--- config.mk ---
export PLATFORM = sky130hd
export DESIGN_NAME = bitmap_run_allocator_unit
export DESIGN_NICKNAME = d
export VERILOG_FILES = /design/src/hdl/brau_pkg.sv /design/src/hdl/bitmap_run_allocator_unit.sv /design/src/hdl/brau_ram.sv /design/src/hdl/brau_run_scan.sv
export VERILOG_INCLUDE_DIRS = /design/src /design/src/hdl
export SDC_FILE = /design/constraint.sdc
export NUM_CORES = 2
export LEC_CHECK = 0
export ABC_CLOCK_PERIOD_IN_PS = 8000
export BUFFER_PORTS_ARGS = -buffer_cell sky130_fd_sc_hd__buf_2
export CORE_ASPECT_RATIO = 2
export CORE_UTILIZATION = 35
export DETAILED_ROUTE_END_ITERATION = 8
export PLACE_DENSITY_LB_ADDON = 0.12
export SYNTH_ARGS = -nofsm -noshare
export SYNTH_HDL_FRONTEND = slang
export SYNTH_SLANG_ARGS = --single-unit
--- constraint.sdc ---
create_clock -name aclk -period 8 [get_ports aclk]
set_input_delay 1.6 -clock aclk [delete_from_list [all_inputs] [get_ports aclk]]
set_output_delay 1.6 -clock aclk [all_outputs]
set_load 0.05 [all_outputs]
--- src/hdl/bitmap_run_allocator_unit_assert.svh ---
// Assertion macros shared by the allocator RTL.
// Depends on nothing; users supply aclk and aresetn in scope.
`ifndef BITMAP_RUN_ALLOCATOR_UNIT_ASSERT_SVH
`define BITMAP_RUN_ALLOCATOR_UNIT_ASSERT_SVH

// same-cycle implication, checked out of reset
`define BRAU_ASSERT_IMPL(label, ante, cons) \
    label: assert property (@(posedge aclk) disable iff (!aresetn) (ante) |-> (cons)) \
        else $error("allocator check failed");

// next-cycle implication, checked out of reset
`define BRAU_ASSERT_NEXT(label, ante, cons) \
    label: assert property (@(posedge aclk) disable iff (!aresetn) (ante) |=> (cons)) \
        else $error("allocator check failed");

`endif

--- src/hdl/brau_pkg.sv ---
// Shared types and constants for the bitmap run allocator.
// No dependencies.
`timescale 1ns / 1ps

package brau_pkg;

    localparam int IDX_W     = 10;
    localparam int RUN_LEN_W = 11;
    localparam int BYTE_W    = 8;
    localparam int CNT_W     = 8;   // width of the used-bytes register
    localparam int START_W   = CNT_W + 3;

    typedef enum logic [1:0] {
        CMD_CLEAR = 2'd0,
        CMD_TEST  = 2'd1,
        CMD_SCAN  = 2'd2,
        CMD_WRITE = 2'd3
    } cmd_t;

    // per-byte outcome of the run search
    typedef struct packed {
        logic               hit;
        logic [START_W-1:0] start;
    } scan_res_t;

endpackage

--- src/hdl/bitmap_run_allocator_unit.sv ---
// Bitmap run allocator. An occupancy bitmap of MAP_BYTES bytes sits in one
// synchronous RAM; bit i is bit i%8 of byte i/8. One command word is worked
// at a time; a finished result waits in the output register while the next
// word is taken. Test and write pass through a RAM read, then a read-modify-write,
// before the result. A scan walks the RAM one byte per cycle through its read
// port and ends at the first fit or after the last used byte. Clear sweeps the
// RAM one byte a cycle. After reset the same sweep runs before s_tready rises;
// cfg writes are taken at any time.
// Depends on brau_pkg, brau_ram, brau_run_scan and the assertion header.
`timescale 1ns / 1ps
`include "bitmap_run_allocator_unit_assert.svh"

module bitmap_run_allocator_unit #(
    parameter int MAP_BYTES = 128
) (
    input  logic        aclk,
    input  logic        aresetn,
    // command words
    input  logic        s_tvalid,
    output logic        s_tready,
    input  logic [23:0] s_tdata,    // bit_index[9:0], run_length[20:10], write_value[21]
    input  logic [1:0]  s_tuser,    // command[1:0]
    // result words
    output logic        m_tvalid,
    input  logic        m_tready,
    output logic [15:0] m_tdata,    // run_start[9:0], bit_value[10]
    output logic        m_tuser,    // found[0]
    // used_bytes register
    input  logic        cfg_valid,
    output logic        cfg_ready,
    input  logic [7:0]  cfg_data
);

    localparam int AddrW   = (MAP_BYTES > 1) ? $clog2(MAP_BYTES) : 1;
    localparam int MapBits = MAP_BYTES * 8;

    typedef enum logic [5:0] {
        ST_IDLE   = 6'b000001,
        ST_CLEAR  = 6'b000010,
        ST_READ   = 6'b000100,
        ST_MODIFY = 6'b001000,
        ST_SCAN   = 6'b010000,
        ST_DONE   = 6'b100000
    } state_t;

    state_t state_reg, state_next;

    logic [brau_pkg::CNT_W-1:0] used_reg, used_next;
    logic [AddrW-1:0]           clr_cnt_reg, clr_cnt_next;
    logic                       clr_cmd_reg, clr_cmd_next;
    logic [brau_pkg::CNT_W-1:0] issue_reg, issue_next;
    logic [brau_pkg::CNT_W-1:0] proc_reg, proc_next;
    logic                       rd_vld_reg, rd_vld_next;
    logic                       m_tvalid_reg, m_tvalid_next;

    brau_pkg::cmd_t                  cmd_reg, cmd_next;
    logic [brau_pkg::IDX_W-1:0]      idx_reg, idx_next;
    logic [brau_pkg::RUN_LEN_W-1:0]  len_reg, len_next;
    logic                            val_reg, val_next;
    logic                            res_found_reg, res_found_next;
    logic [brau_pkg::IDX_W-1:0]      res_start_reg, res_start_next;
    logic                            res_bit_reg, res_bit_next;
    logic                            m_found_reg, m_found_next;
    logic [brau_pkg::IDX_W-1:0]      m_start_reg, m_start_next;
    logic                            m_bit_reg, m_bit_next;

    logic                            s_accept;
    logic [brau_pkg::CNT_W-1:0]      eff;
    logic                            in_used;
    logic                            in_map;
    logic [AddrW-1:0]                byte_addr;
    logic [brau_pkg::BYTE_W-1:0]     bit_mask;

    logic                            ram_we, ram_re;
    logic [AddrW-1:0]                ram_waddr, ram_raddr;
    logic [brau_pkg::BYTE_W-1:0]     ram_wdata, ram_rdata;

    logic                            scan_start;
    logic                            scan_vld;
    brau_pkg::scan_res_t             scan_res;

    assign s_tready  = (state_reg == ST_IDLE);
    assign s_accept  = s_tvalid & s_tready;
    assign cfg_ready = 1'b1;
    assign m_tvalid  = m_tvalid_reg;
    assign m_tuser   = m_found_reg;
    assign m_tdata   = {5'd0, m_bit_reg, m_start_reg};

    // register values above the map count as the whole map
    assign eff = (32'(used_reg) > MAP_BYTES) ? brau_pkg::CNT_W'(MAP_BYTES) : used_reg;
    assign in_used   = {1'b0, idx_reg} < {eff, 3'b000};
    assign in_map    = 32'(idx_reg) < MapBits;
    assign byte_addr = AddrW'(idx_reg[brau_pkg::IDX_W-1:3]);
    assign bit_mask  = brau_pkg::BYTE_W'(1) << idx_reg[2:0];

    assign scan_start = s_accept && (brau_pkg::cmd_t'(s_tuser) == brau_pkg::CMD_SCAN);
    assign scan_vld   = rd_vld_reg && (state_reg == ST_SCAN);

    brau_ram #(
        .WIDTH (brau_pkg::BYTE_W),
        .DEPTH (MAP_BYTES)
    ) u_map (
        .aclk  (aclk),
        .we    (ram_we),
        .waddr (ram_waddr),
        .wdata (ram_wdata),
        .re    (ram_re),
        .raddr (ram_raddr),
        .rdata (ram_rdata)
    );

    brau_run_scan u_scan (
        .aclk       (aclk),
        .aresetn    (aresetn),
        .start      (scan_start),
        .byte_valid (scan_vld),
        .byte_num   (proc_reg),
        .byte_data  (ram_rdata),
        .run_len    (len_reg),
        .res        (scan_res)
    );

    always_comb begin
        state_next     = state_reg;
        used_next      = used_reg;
        clr_cnt_next   = clr_cnt_reg;
        clr_cmd_next   = clr_cmd_reg;
        issue_next     = issue_reg;
        proc_next      = proc_reg;
        rd_vld_next    = 1'b0;
        m_tvalid_next  = m_tvalid_reg;
        cmd_next       = cmd_reg;
        idx_next       = idx_reg;
        len_next       = len_reg;
        val_next       = val_reg;
        res_found_next = res_found_reg;
        res_start_next = res_start_reg;
        res_bit_next   = res_bit_reg;
        m_found_next   = m_found_reg;
        m_start_next   = m_start_reg;
        m_bit_next     = m_bit_reg;
        ram_we         = 1'b0;
        ram_waddr      = byte_addr;
        ram_wdata      = '0;
        ram_re         = 1'b0;
        ram_raddr      = byte_addr;

        if (cfg_valid) begin
            used_next = cfg_data;
        end
        if (m_tvalid_reg && m_tready) begin
            m_tvalid_next = 1'b0;
        end

        unique case (state_reg)
            ST_IDLE: begin
                if (s_accept) begin
                    cmd_next       = brau_pkg::cmd_t'(s_tuser);
                    idx_next       = s_tdata[9:0];
                    len_next       = s_tdata[20:10];
                    val_next       = s_tdata[21];
                    res_found_next = 1'b1;
                    res_start_next = '0;
                    res_bit_next   = 1'b0;
                    issue_next     = '0;
                    proc_next      = '0;
                    unique case (brau_pkg::cmd_t'(s_tuser)) inside
                        brau_pkg::CMD_CLEAR: begin
                            clr_cnt_next = '0;
                            clr_cmd_next = 1'b1;
                            state_next   = ST_CLEAR;
                        end
                        brau_pkg::CMD_SCAN: begin
                            if ((s_tdata[20:10] == '0) || (eff == '0)) begin
                                res_found_next = 1'b0;
                                state_next     = ST_DONE;
                            end else begin
                                state_next = ST_SCAN;
                            end
                        end
                        brau_pkg::CMD_TEST, brau_pkg::CMD_WRITE: begin
                            state_next = ST_READ;
                        end
                        default: begin
                            state_next = ST_IDLE;
                        end
                    endcase
                end
            end
            ST_CLEAR: begin
                ram_we       = 1'b1;
                ram_waddr    = clr_cnt_reg;
                clr_cnt_next = clr_cnt_reg + AddrW'(1);
                if (clr_cnt_reg == AddrW'(MAP_BYTES - 1)) begin
                    // the reset sweep ends silently, a clear command answers
                    state_next   = clr_cmd_reg ? ST_DONE : ST_IDLE;
                    clr_cmd_next = 1'b0;
                end
            end
            ST_READ: begin
                ram_re     = 1'b1;
                state_next = ST_MODIFY;
            end
            ST_MODIFY: begin
                if (cmd_reg == brau_pkg::CMD_TEST) begin
                    res_bit_next = in_used & ram_rdata[idx_reg[2:0]];
                end else if (in_map) begin
                    ram_we    = 1'b1;
                    ram_wdata = val_reg ? (ram_rdata | bit_mask) : (ram_rdata & ~bit_mask);
                end
                state_next = ST_DONE;
            end
            ST_SCAN: begin
                // reads run one byte ahead of the search datapath
                ram_raddr = AddrW'(issue_reg);
                if (issue_reg < eff) begin
                    ram_re      = 1'b1;
                    issue_next  = issue_reg + brau_pkg::CNT_W'(1);
                    rd_vld_next = 1'b1;
                end
                if (scan_vld) begin
                    proc_next = proc_reg + brau_pkg::CNT_W'(1);
                    if (scan_res.hit) begin
                        res_start_next = scan_res.start[brau_pkg::IDX_W-1:0];
                        state_next     = ST_DONE;
                    end else if (proc_reg == eff - brau_pkg::CNT_W'(1)) begin
                        res_found_next = 1'b0;
                        state_next     = ST_DONE;
                    end
                end
            end
            ST_DONE: begin
                if (!m_tvalid_reg || m_tready) begin
                    m_tvalid_next = 1'b1;
                    m_found_next  = res_found_reg;
                    m_start_next  = res_start_reg;
                    m_bit_next    = res_bit_reg;
                    state_next    = ST_IDLE;
                end
            end
            default: begin
                state_next = ST_IDLE;
            end
        endcase
    end

    always_ff @(posedge aclk) begin
        if (!aresetn) begin
            state_reg    <= ST_CLEAR;
            used_reg     <= 8'd128;
            clr_cnt_reg  <= '0;
            clr_cmd_reg  <= 1'b0;
            issue_reg    <= '0;
            proc_reg     <= '0;
            rd_vld_reg   <= 1'b0;
            m_tvalid_reg <= 1'b0;
        end else begin
            state_reg    <= state_next;
            used_reg     <= used_next;
            clr_cnt_reg  <= clr_cnt_next;
            clr_cmd_reg  <= clr_cmd_next;
            issue_reg    <= issue_next;
            proc_reg     <= proc_next;
            rd_vld_reg   <= rd_vld_next;
            m_tvalid_reg <= m_tvalid_next;
        end
    end

    always_ff @(posedge aclk) begin
        cmd_reg       <= cmd_next;
        idx_reg       <= idx_next;
        len_reg       <= len_next;
        val_reg       <= val_next;
        res_found_reg <= res_found_next;
        res_start_reg <= res_start_next;
        res_bit_reg   <= res_bit_next;
        m_found_reg   <= m_found_next;
        m_start_reg   <= m_start_next;
        m_bit_reg     <= m_bit_next;
    end

    `BRAU_ASSERT_IMPL(a_no_write_in_scan, state_reg == ST_SCAN, !ram_we)
    `BRAU_ASSERT_IMPL(a_scan_read_in_range, (state_reg == ST_SCAN) && ram_re, issue_reg < eff)
    `BRAU_ASSERT_NEXT(a_accept_leaves_idle, s_accept, state_reg != ST_IDLE)
    `BRAU_ASSERT_NEXT(a_done_loads_output,
        (state_reg == ST_DONE) && (!m_tvalid_reg || m_tready), m_tvalid_reg)

endmodule

--- src/hdl/brau_ram.sv ---
// Generic simple dual-port RAM, one write and one registered read port.
// No dependencies.
`timescale 1ns / 1ps

module brau_ram #(
    parameter int WIDTH = 8,
    parameter int DEPTH = 128,
    localparam int AddrW = (DEPTH > 1) ? $clog2(DEPTH) : 1
) (
    input  logic             aclk,
    input  logic             we,
    input  logic [AddrW-1:0] waddr,
    input  logic [WIDTH-1:0] wdata,
    input  logic             re,
    input  logic [AddrW-1:0] raddr,
    output logic [WIDTH-1:0] rdata
);

    logic [WIDTH-1:0] mem [DEPTH];

    always_ff @(posedge aclk) begin
        if (we) begin
            mem[waddr] <= wdata;
        end
        if (re) begin
            rdata <= mem[raddr];
        end
    end

endmodule

--- src/hdl/brau_run_scan.sv ---
// Run search datapath: folds one bitmap byte per cycle, while byte_valid is high, into a free-bit count.
// Depends on brau_pkg.
`timescale 1ns / 1ps

module brau_run_scan (
    input  logic                            aclk,
    input  logic                            aresetn,
    input  logic                            start,      // clears the running count
    input  logic                            byte_valid,
    input  logic [brau_pkg::CNT_W-1:0]      byte_num,
    input  logic [brau_pkg::BYTE_W-1:0]     byte_data,
    input  logic [brau_pkg::RUN_LEN_W-1:0]  run_len,
    output brau_pkg::scan_res_t             res
);

    // count never exceeds run_len plus one byte
    logic [11:0] count_reg;
    logic [11:0] count_next;
    logic [11:0] cnt_j;
    logic [3:0]  zrun;
    logic        allz;
    logic        hit;
    logic [2:0]  hit_j;

    always_comb begin
        zrun  = 4'd0;
        allz  = 1'b1;
        hit   = 1'b0;
        hit_j = 3'd0;
        cnt_j = count_reg;
        for (int j = 0; j < brau_pkg::BYTE_W; j++) begin
            if (byte_data[j]) begin
                zrun = 4'd0;
                allz = 1'b0;
            end else begin
                zrun = zrun + 4'd1;
            end
            // zeros from byte start continue the run carried in
            cnt_j = allz ? (count_reg + 12'(j + 1)) : 12'(zrun);
            if (!hit && (cnt_j == {1'b0, run_len})) begin
                hit   = 1'b1;
                hit_j = 3'(j);
            end
        end
    end

    assign res.hit   = byte_valid & hit;
    assign res.start = {byte_num, hit_j} + 11'd1 - run_len;

    always_comb begin
        count_next = count_reg;
        if (start) begin
            count_next = 12'd0;
        end else if (byte_valid) begin
            count_next = cnt_j;
        end
    end

    always_ff @(posedge aclk) begin
        if (!aresetn) begin
            count_reg <= 12'd0;
        end else begin
            count_reg <= count_next;
        end
    end

endmodule

After elaboration in Yosys (flattened, before gate mapping)
Memories as Yosys holds them, arrays and structs flattened. A register that Yosys moved wholly into a read port is not among the register bits.
Index checks and enable logic that the tools add are counted.
{"block": "op_classes", "n_addsub": 21, "magnitude_cmp": 4, "eq_ne": 31, "shift": 1, "n_mux": 92, "n_bitwise": 7, "reduce_logical": 39}
{"op": "12-bit by 11-bit == test with 1-bit output", "n": 8}
{"op": "12-bit 2-to-1 mux", "n": 8}
{"op": "8-bit 2-to-1 mux", "n": 7}
{"op": "12-bit by 3-bit adder with 12-bit output, second input constant", "n": 4}
{"op": "6-bit 2-to-1 mux", "n": 8}
{"op": "1-bit 2-to-1 mux", "n": 37}
{"op": "6-bit one-hot mux with 6 select lines", "n": 1}
{"op": "8-bit one-hot mux with 2 select lines", "n": 2}
{"op": "10-bit 2-to-1 mux", "n": 3}
{"op": "4-bit 2-to-1 mux", "n": 7}
{"op": "7-bit 2-to-1 mux", "n": 4}
{"op": "12-bit by 2-bit adder with 12-bit output, second input constant", "n": 2}
{"op": "4-bit by 1-bit adder with 4-bit output, second input constant", "n": 6}
{"op": "10-bit one-hot mux with 2 select lines", "n": 1}
{"op": "6-bit one-hot mux with 3 select lines", "n": 1}
{"op": "8-bit by 1-bit adder with 8-bit output, second input constant", "n": 2}
{"op": "7-bit one-hot mux with 2 select lines", "n": 1}
{"op": "12-bit by 1-bit adder with 12-bit output, second input constant", "n": 1}
{"op": "12-bit by 4-bit adder with 12-bit output, second input constant", "n": 1}
{"op": "3-bit 2-to-1 mux", "n": 4}
{"op": "3-bit AND reduction", "n": 4}
{"op": "11-bit zero test", "n": 1}
{"op": "10-bit by 11-bit < comparator with 1-bit output", "n": 1}
{"op": "10-bit by 1-bit adder with 10-bit output, second input constant", "n": 1}
{"op": "39 further kinds", "n": 80}
{"block": "totals", "register_bits": 100, "ramBits": 1024, "input_bits": 39, "output_inout_bits": 20, "wordCells": 215, "mem_count": 1}
{"memory": "u_map.mem", "depth": 128, "width": 8, "rd": 1, "rd_clocked_by_memory_dff": 1, "wr": 1, "line": "brau_ram.sv:19", "rtl": "logic [WIDTH-1:0] mem [DEPTH];"}

Longest topological paths before layout
{"block": "logic_depth", "depth_word": 30, "depth_mapped": 37, "mapped_depth_nobuf": 36}

By module
Synthesis repeated with hierarchy kept, for this count alone.
{"block": "hier_totals", "hier_cells": 2879, "hier_area_um2": 49712.7}
{"module": "brau_ram", "instances": 1, "cells_per_inst": 1635, "area_per_inst_um2": 39745.6, "seq_area_each_um2": 30989.7}
{"module": "brau_run_scan", "instances": 1, "cells_per_inst": 782, "area_per_inst_um2": 5307.6, "seq_area_each_um2": 240.2}
{"module": "bitmap_run_allocator_unit", "instances": 1, "cells_per_inst": 462, "area_per_inst_um2": 4659.5, "seq_area_each_um2": 2242.2}

Worst setup path after synthesis
Ideal clock, no wire load.
{"block": "synth_path", "path_kind": "register to register", "from": "register u_map.rdata[2], read port of u_map.mem", "to": "register res_start_reg[9] (netlist bit), data pin", "setup_ns": 0.267, "arrival_ns": 5.996, "t_required_ns": 7.733, "path_slack_ns": 1.737, "stages_incl_launch_ff": 38, "n_path_buf": 2, "synth_period_minus_slack_ns": 6.263, "path_cell_list": "edfxtp_1 -> buf_2 -> clkbuf_1 -> nor2_1 -> ha_1 -> nor2b_1 -> ha_1 -> inv_1 -> nor2_1 -> ha_1 -> inv_1 -> nor2_1 -> ha_1 -> nand2_1 -> inv_1 -> ha_1 -> inv_1 -> nor4_1 -> [... 2 more ...] -> a2111oi_4 -> nand3_2 -> a211oi_1 -> o31ai_1 -> ha_1 -> inv_1 -> ha_1 -> inv_1 -> fa_1 -> nor2b_1 -> o21ai_0 -> nand2b_1 -> a21oi_1 -> o21bai_1 -> a21o_1 -> a21oi_1 -> xnor2_1 -> nor2_1"}
{"block": "synth_via", "elab_chain_len": 25, "word_cells_on_any_way": 56, "cone_classes": "add/sub: 7; eq/ne: 6; mux: 32; reduce/logical: 11"}
{"item": "start, declared", "line": "brau_ram.sv:16", "rtl": "output logic [WIDTH-1:0] rdata"}
{"item": "branches (longest 19 deep; another with 4-bit by 1-bit adder with 4-bit output)"}
{"item": "3-bit 2-to-1 mux *", "line": "brau_run_scan.sv:40", "rtl": "if (!hit && (cnt_j == {1'b0, run_len})) begin"}
{"item": "10-bit by 1-bit adder with 10-bit output *", "line": "brau_run_scan.sv:48", "rtl": "assign res.start = {byte_num, hit_j} + 11'd1 - run_len;"}
{"item": "10-bit subtractor *", "line": "brau_run_scan.sv:48"}
{"item": "10-bit 2-to-1 mux *", "line": "bitmap_run_allocator_unit.sv:223", "rtl": "if (scan_res.hit) begin"}
{"item": "10-bit 2-to-1 mux *", "line": "bitmap_run_allocator_unit.sv:221", "rtl": "if (scan_vld) begin"}
{"item": "10-bit one-hot mux with 2 select lines *", "line": "bitmap_run_allocator_unit.sv:155", "rtl": "unique case (state_reg)"}
{"item": "end signal, assigned", "line": "bitmap_run_allocator_unit.sv:275", "rtl": "res_start_reg <= res_start_next;"}
{"item": "end, declared", "line": "bitmap_run_allocator_unit.sv:61", "rtl": "logic [brau_pkg::IDX_W-1:0] res_start_reg, res_start_next;"}
Mark *: on every way between the ends. The select of a mux whose other input is x is not followed.
A chain may end at the register's enable or synchronous reset.

Worst setup path after layout
{"block": "layout_path", "from": "register u_map.rdata[1], read port of u_map.mem", "to": "register res_start_reg[9] (netlist bit), data pin"}
{"block": "layout_via", "elab_chain_len": 28, "word_cells_on_any_way": 65, "cone_classes": "add/sub: 8; eq/ne: 7; mux: 37; reduce/logical: 13"}
{"item": "branches (longest 22 deep; another with 4-bit by 1-bit adder with 4-bit output)"}
{"item": "3-bit 2-to-1 mux *", "line": "brau_run_scan.sv:40"}
{"item": "10-bit by 1-bit adder with 10-bit output *", "line": "brau_run_scan.sv:48"}
{"item": "10-bit subtractor *", "line": "brau_run_scan.sv:48"}
{"item": "10-bit 2-to-1 mux *", "line": "bitmap_run_allocator_unit.sv:223"}
{"item": "10-bit 2-to-1 mux *", "line": "bitmap_run_allocator_unit.sv:221"}
{"item": "10-bit one-hot mux with 2 select lines *", "line": "bitmap_run_allocator_unit.sv:155"}
Marks and branches as above.

==> summary.txt <==
Floorplanning
  – Die width: 271 µm
  – Die Ht: approximately 540 µm
  – Die Footprint: 146000 µm²
  – Core area: approximately 140000 µm²
  – Row cnt: 197
  – Initial Utilization: 35.2%
  – Ports: 59

Global route
  – Largest net degree at the start of global routing: ~120
  – Vias in the first global route: about 35000
  – First-pass GRT wire length: approximately 240000 µm
  – GRT Total Usage: ~23%
  – Antenna violations before repair: 2
  – Total grt overflow: 0

STA
  – Final Hold Slack: ~420 ps
  – Final period util: 87.3%
  – Slew Limit Fails: 0
  – # setup viols final: 0
  – Rel. slew slack: about a fifth
  – RSZ-0062 raised after global routing: false
  – Final TNS setup: 0 ps
  – Fmax: 0.143 GHz
  – Final Skew: 34.7 ps
  – Final period demand of the worst path: between 6000 and 7000 ps
  – Hold Vio Cnt, Final: 0
  – Slew @ Worst Pin: 1190 ps

Synthesis
  – Main synth FF type: edfxtp_1
  – Simple-gate share of the synthesized area: between 10% and 20%
  – Synthesized cell area: about 51000 µm²
  – Post-synth EDFFs: between 1000 and 1500
  – #FFs+latches synth: 1132
  – Cells after synthesis: between 4000 and 5000
  – Post-synthesis adder-cell area fraction: about 1.3%
  – Xor/xnor share of the synthesized area: under 10%
  – Sequential share of the synthesized area: approximately 66%
  – Compound-Gate Fraction of Synth Area: around 8.6%
  – FFs w/ async S/R, synth: 0%
  – Synthesized area per cell: 11.7 µm²
  – Synth unique cells: roughly 90
  – Largest family of logic cells by synthesized area: simple AND/OR/NAND/NOR gates
  – Post-synthesis mux area share: less than 1%
  – Number of synthesis warnings: 0

CTS
  – Reg clk slew, reported paths: approximately 70 ps
  – Cts repair resizes: 0
  – CTS tree: built
  – Post-CTS Hold Fix Bufs: 0
  – H-tree depth: 3
  – Clock insertion delay at the later pin of the skew report: 730 ps
  – CTS Root Cell: clkbuf_16
  – Cts bufs inserted: 100
  – Clock buffer depth: 3
  – Postcts setup bufs: 0
  – CTS sink cnt: around 1100

Setup path
  – Top cell by count, worst path: ha_1
  – Worst path buffer plus inverter count: 6
  – CP delay by family, top: adder cells
  – Crit path DAT: about 7400 ps
  – Data required, critical path: roughly 8400 ps
  – Critical path class: flip-flop to flip-flop
  – Type of destination of the critical path: flip-flop
  – Critical Path Start Type: flip-flop
  – CP peak stage delay: about 480 ps
  – Slowest-stage cell, CP: edfxtp_1
  – Worst-path fanout max: 6

Route
  – Post-route DRC: 0
  – ANT nets after route: 0
  – Wire length per cell: 27.4 µm
  – Vias/cell: ~5.5
  – Post-Route WL: roughly 170000 µm
  – Initial drt markers: 2432
  – First drt pass iteration count: 6
  – DR vias: roughly 35000

Power
  – Logic pwr share: between 10% and 20%
  – Leakage: around 19 nW
  – Pint: between 9 and 10 mW
  – Clock power share: between 30% and 40%
  – Sw frac: 26.7%
  – Seq pwr share: 50.4%
  – NetSw: roughly 3.5 mW
  – PD cells: approximately 230 nW/µm²
  – Maximum vdd drop: roughly 0.22 mV

Finish
  – Fin nets: roughly 4400
  – Max reg flops: 1024
  – Area delta synth->final: 11.5%
  – Share of cells above drive strength 1: under 10%

Job
  – Max cap viols: 0

Run status
  – Status: finished, final reports clean

Hold path
  – Hold WC Path Type: flip-flop to flip-flop

Placement
  – IO Port Bufs: 50
  – Placed wire-length estimate: ~110000 µm
  – Placer congestion estimate: 0.913
## layout make-up
class	instances	area [µm²]
fillers	13800	87200
well taps	1890	2360
clock buffers	116	2560
diodes	1	2.50
flip-flops and latches	1132	33500
clock inverters	66	682
inverters	42	158
repair buffers	170	1290
multi-input cells	2847	15900
## power by group through the flow
stage	Sequential, mW	Clock, mW	Combinational (mW)
global route	6.67	5.22	1.71
floorplan	6.77	0	0.889
finish	6.66	4.95	1.61
global placement	6.78	0	1.62
detailed placement	6.78	0	1.62
CTS	6.66	5.03	1.62
## cell usage after synthesis, types with 25 or more instances
library cell / number / area [µm²]
edfxtp_1: 1080 / 32400
nand2_1: 1062 / 3990
nor2_1: 255 / 957
nand3_1: 241 / 1210
and3_1: 222 / 1390
clkbuf_1: 199 / 747
a31oi_1: 133 / 832
xnor2_1: 87 / 762
a21oi_1: 66 / 330
o21ai_0: 59 / 295
a211oi_1: 57 / 428
buf_2: 57 / 285
a221oi_1: 55 / 482
dfxtp_1: 52 / 1040
ha_1: 49 / 613
xor2_1: 47 / 412
inv_1: 39 / 146
nor3_1: 39 / 195
o32ai_1: 33 / 289
buf_1: 32 / 120
mux2i_1: 32 / 320
a31o_2: 30 / 263
nand2b_1: 30 / 188
nand4_1: 29 / 181
o22ai_1: 26 / 163
a32oi_1: 25 / 219
## worst reg2reg max path, delay by kind of cell (launching register included)
kind	cells	cell delay (ps)
buf+inv	6	440
flops	1	480
compound gates	9	1740
simple gates	12	1450
xor+xnor	1	150
fa+ha+maj	8	2410
## cell families (layout without fill, tap and decap cells)
logic type      count (synthesis)  in the layout
simple gates                 2006           2006
mux                            41             41
other cells                     2              7
compound gates                607            607
flops                        1132           1132
xor+xnor                      137            137
buf+inv                       343            394
fa+ha+maj                      50             50
## final timing paths
check	slack (ps)	startpoint	to	depth (start not counted)
min	420	res_start_reg[8]	m_start_reg[8]	0
max reg2reg	1010	u_map.rdata[1]	res_start_reg[9]	36
max	1010	u_map.rdata[1]	res_start_reg[9]	36
min reg2reg	420	res_start_reg[8]	m_start_reg[8]	0
## per-layer routing
metal	wire length [µm]	GRT usage, %
met1	58700	22.9
met2	95800	45.0
met3	5620	2.09
met4	11300	14.3
met5	0	0
## stage by stage
| step | total power [mW] | worst slack (ps) | std cells | cell area, µm² | util [%] |
|---|---|---|---|---|---|
| 2_1_floorplan | 7.66 | 1740 | 4322 | 50600 | - |
| 3_3_place_gp | 8.40 | 960 | 6081 | 53200 | 37.0 |
| 3_5_place_dp | 8.40 | 1000 | 6081 | 53200 | 37.0 |
| 4_1_cts | 13.3 | 962 | 6263 | 56400 | 39.3 |
| 5_1_grt | 13.6 | 521 | 6264 | 56500 | 39.3 |
| 6_report | 13.2 | 1010 | 6264 | 56500 | 39.3 |
## cells in the final DEF, fill, tap and decap left out, types with 13 or more instances in the layout
cell type / synthesis / final
a211oi_1: 57 / 57
a21o_1: 15 / 14
a21oi_1: 66 / 65
a221oi_1: 55 / 55
a31o_2: 30 / 30
a31oi_1: 133 / 133
a32o_1: 16 / 16
a32oi_1: 25 / 25
and3_1: 222 / 222
buf_2: 57 / 50
buf_4: 11 / 109
clkbuf_1: 199 / 16
clkbuf_16: 0 / 100
clkinv_1: 3 / 31
clkinv_2: 0 / 16
dfxtp_1: 52 / 52
edfxtp_1: 1080 / 1080
ha_1: 49 / 49
inv_1: 39 / 39
mux2i_1: 32 / 32
nand2_1: 1062 / 1059
nand2b_1: 30 / 30
nand3_1: 241 / 240
nand4_1: 29 / 29
nor2_1: 255 / 241
nor2_4: 0 / 14
nor2b_1: 17 / 17
nor3_1: 39 / 39
nor4_1: 22 / 22
o21ai_0: 59 / 57
o22ai_1: 26 / 26
o31ai_1: 15 / 13
o32ai_1: 33 / 33
or3_1: 17 / 17
xnor2_1: 87 / 87
xor2_1: 47 / 47
Power figures use the tool's default switching activity.
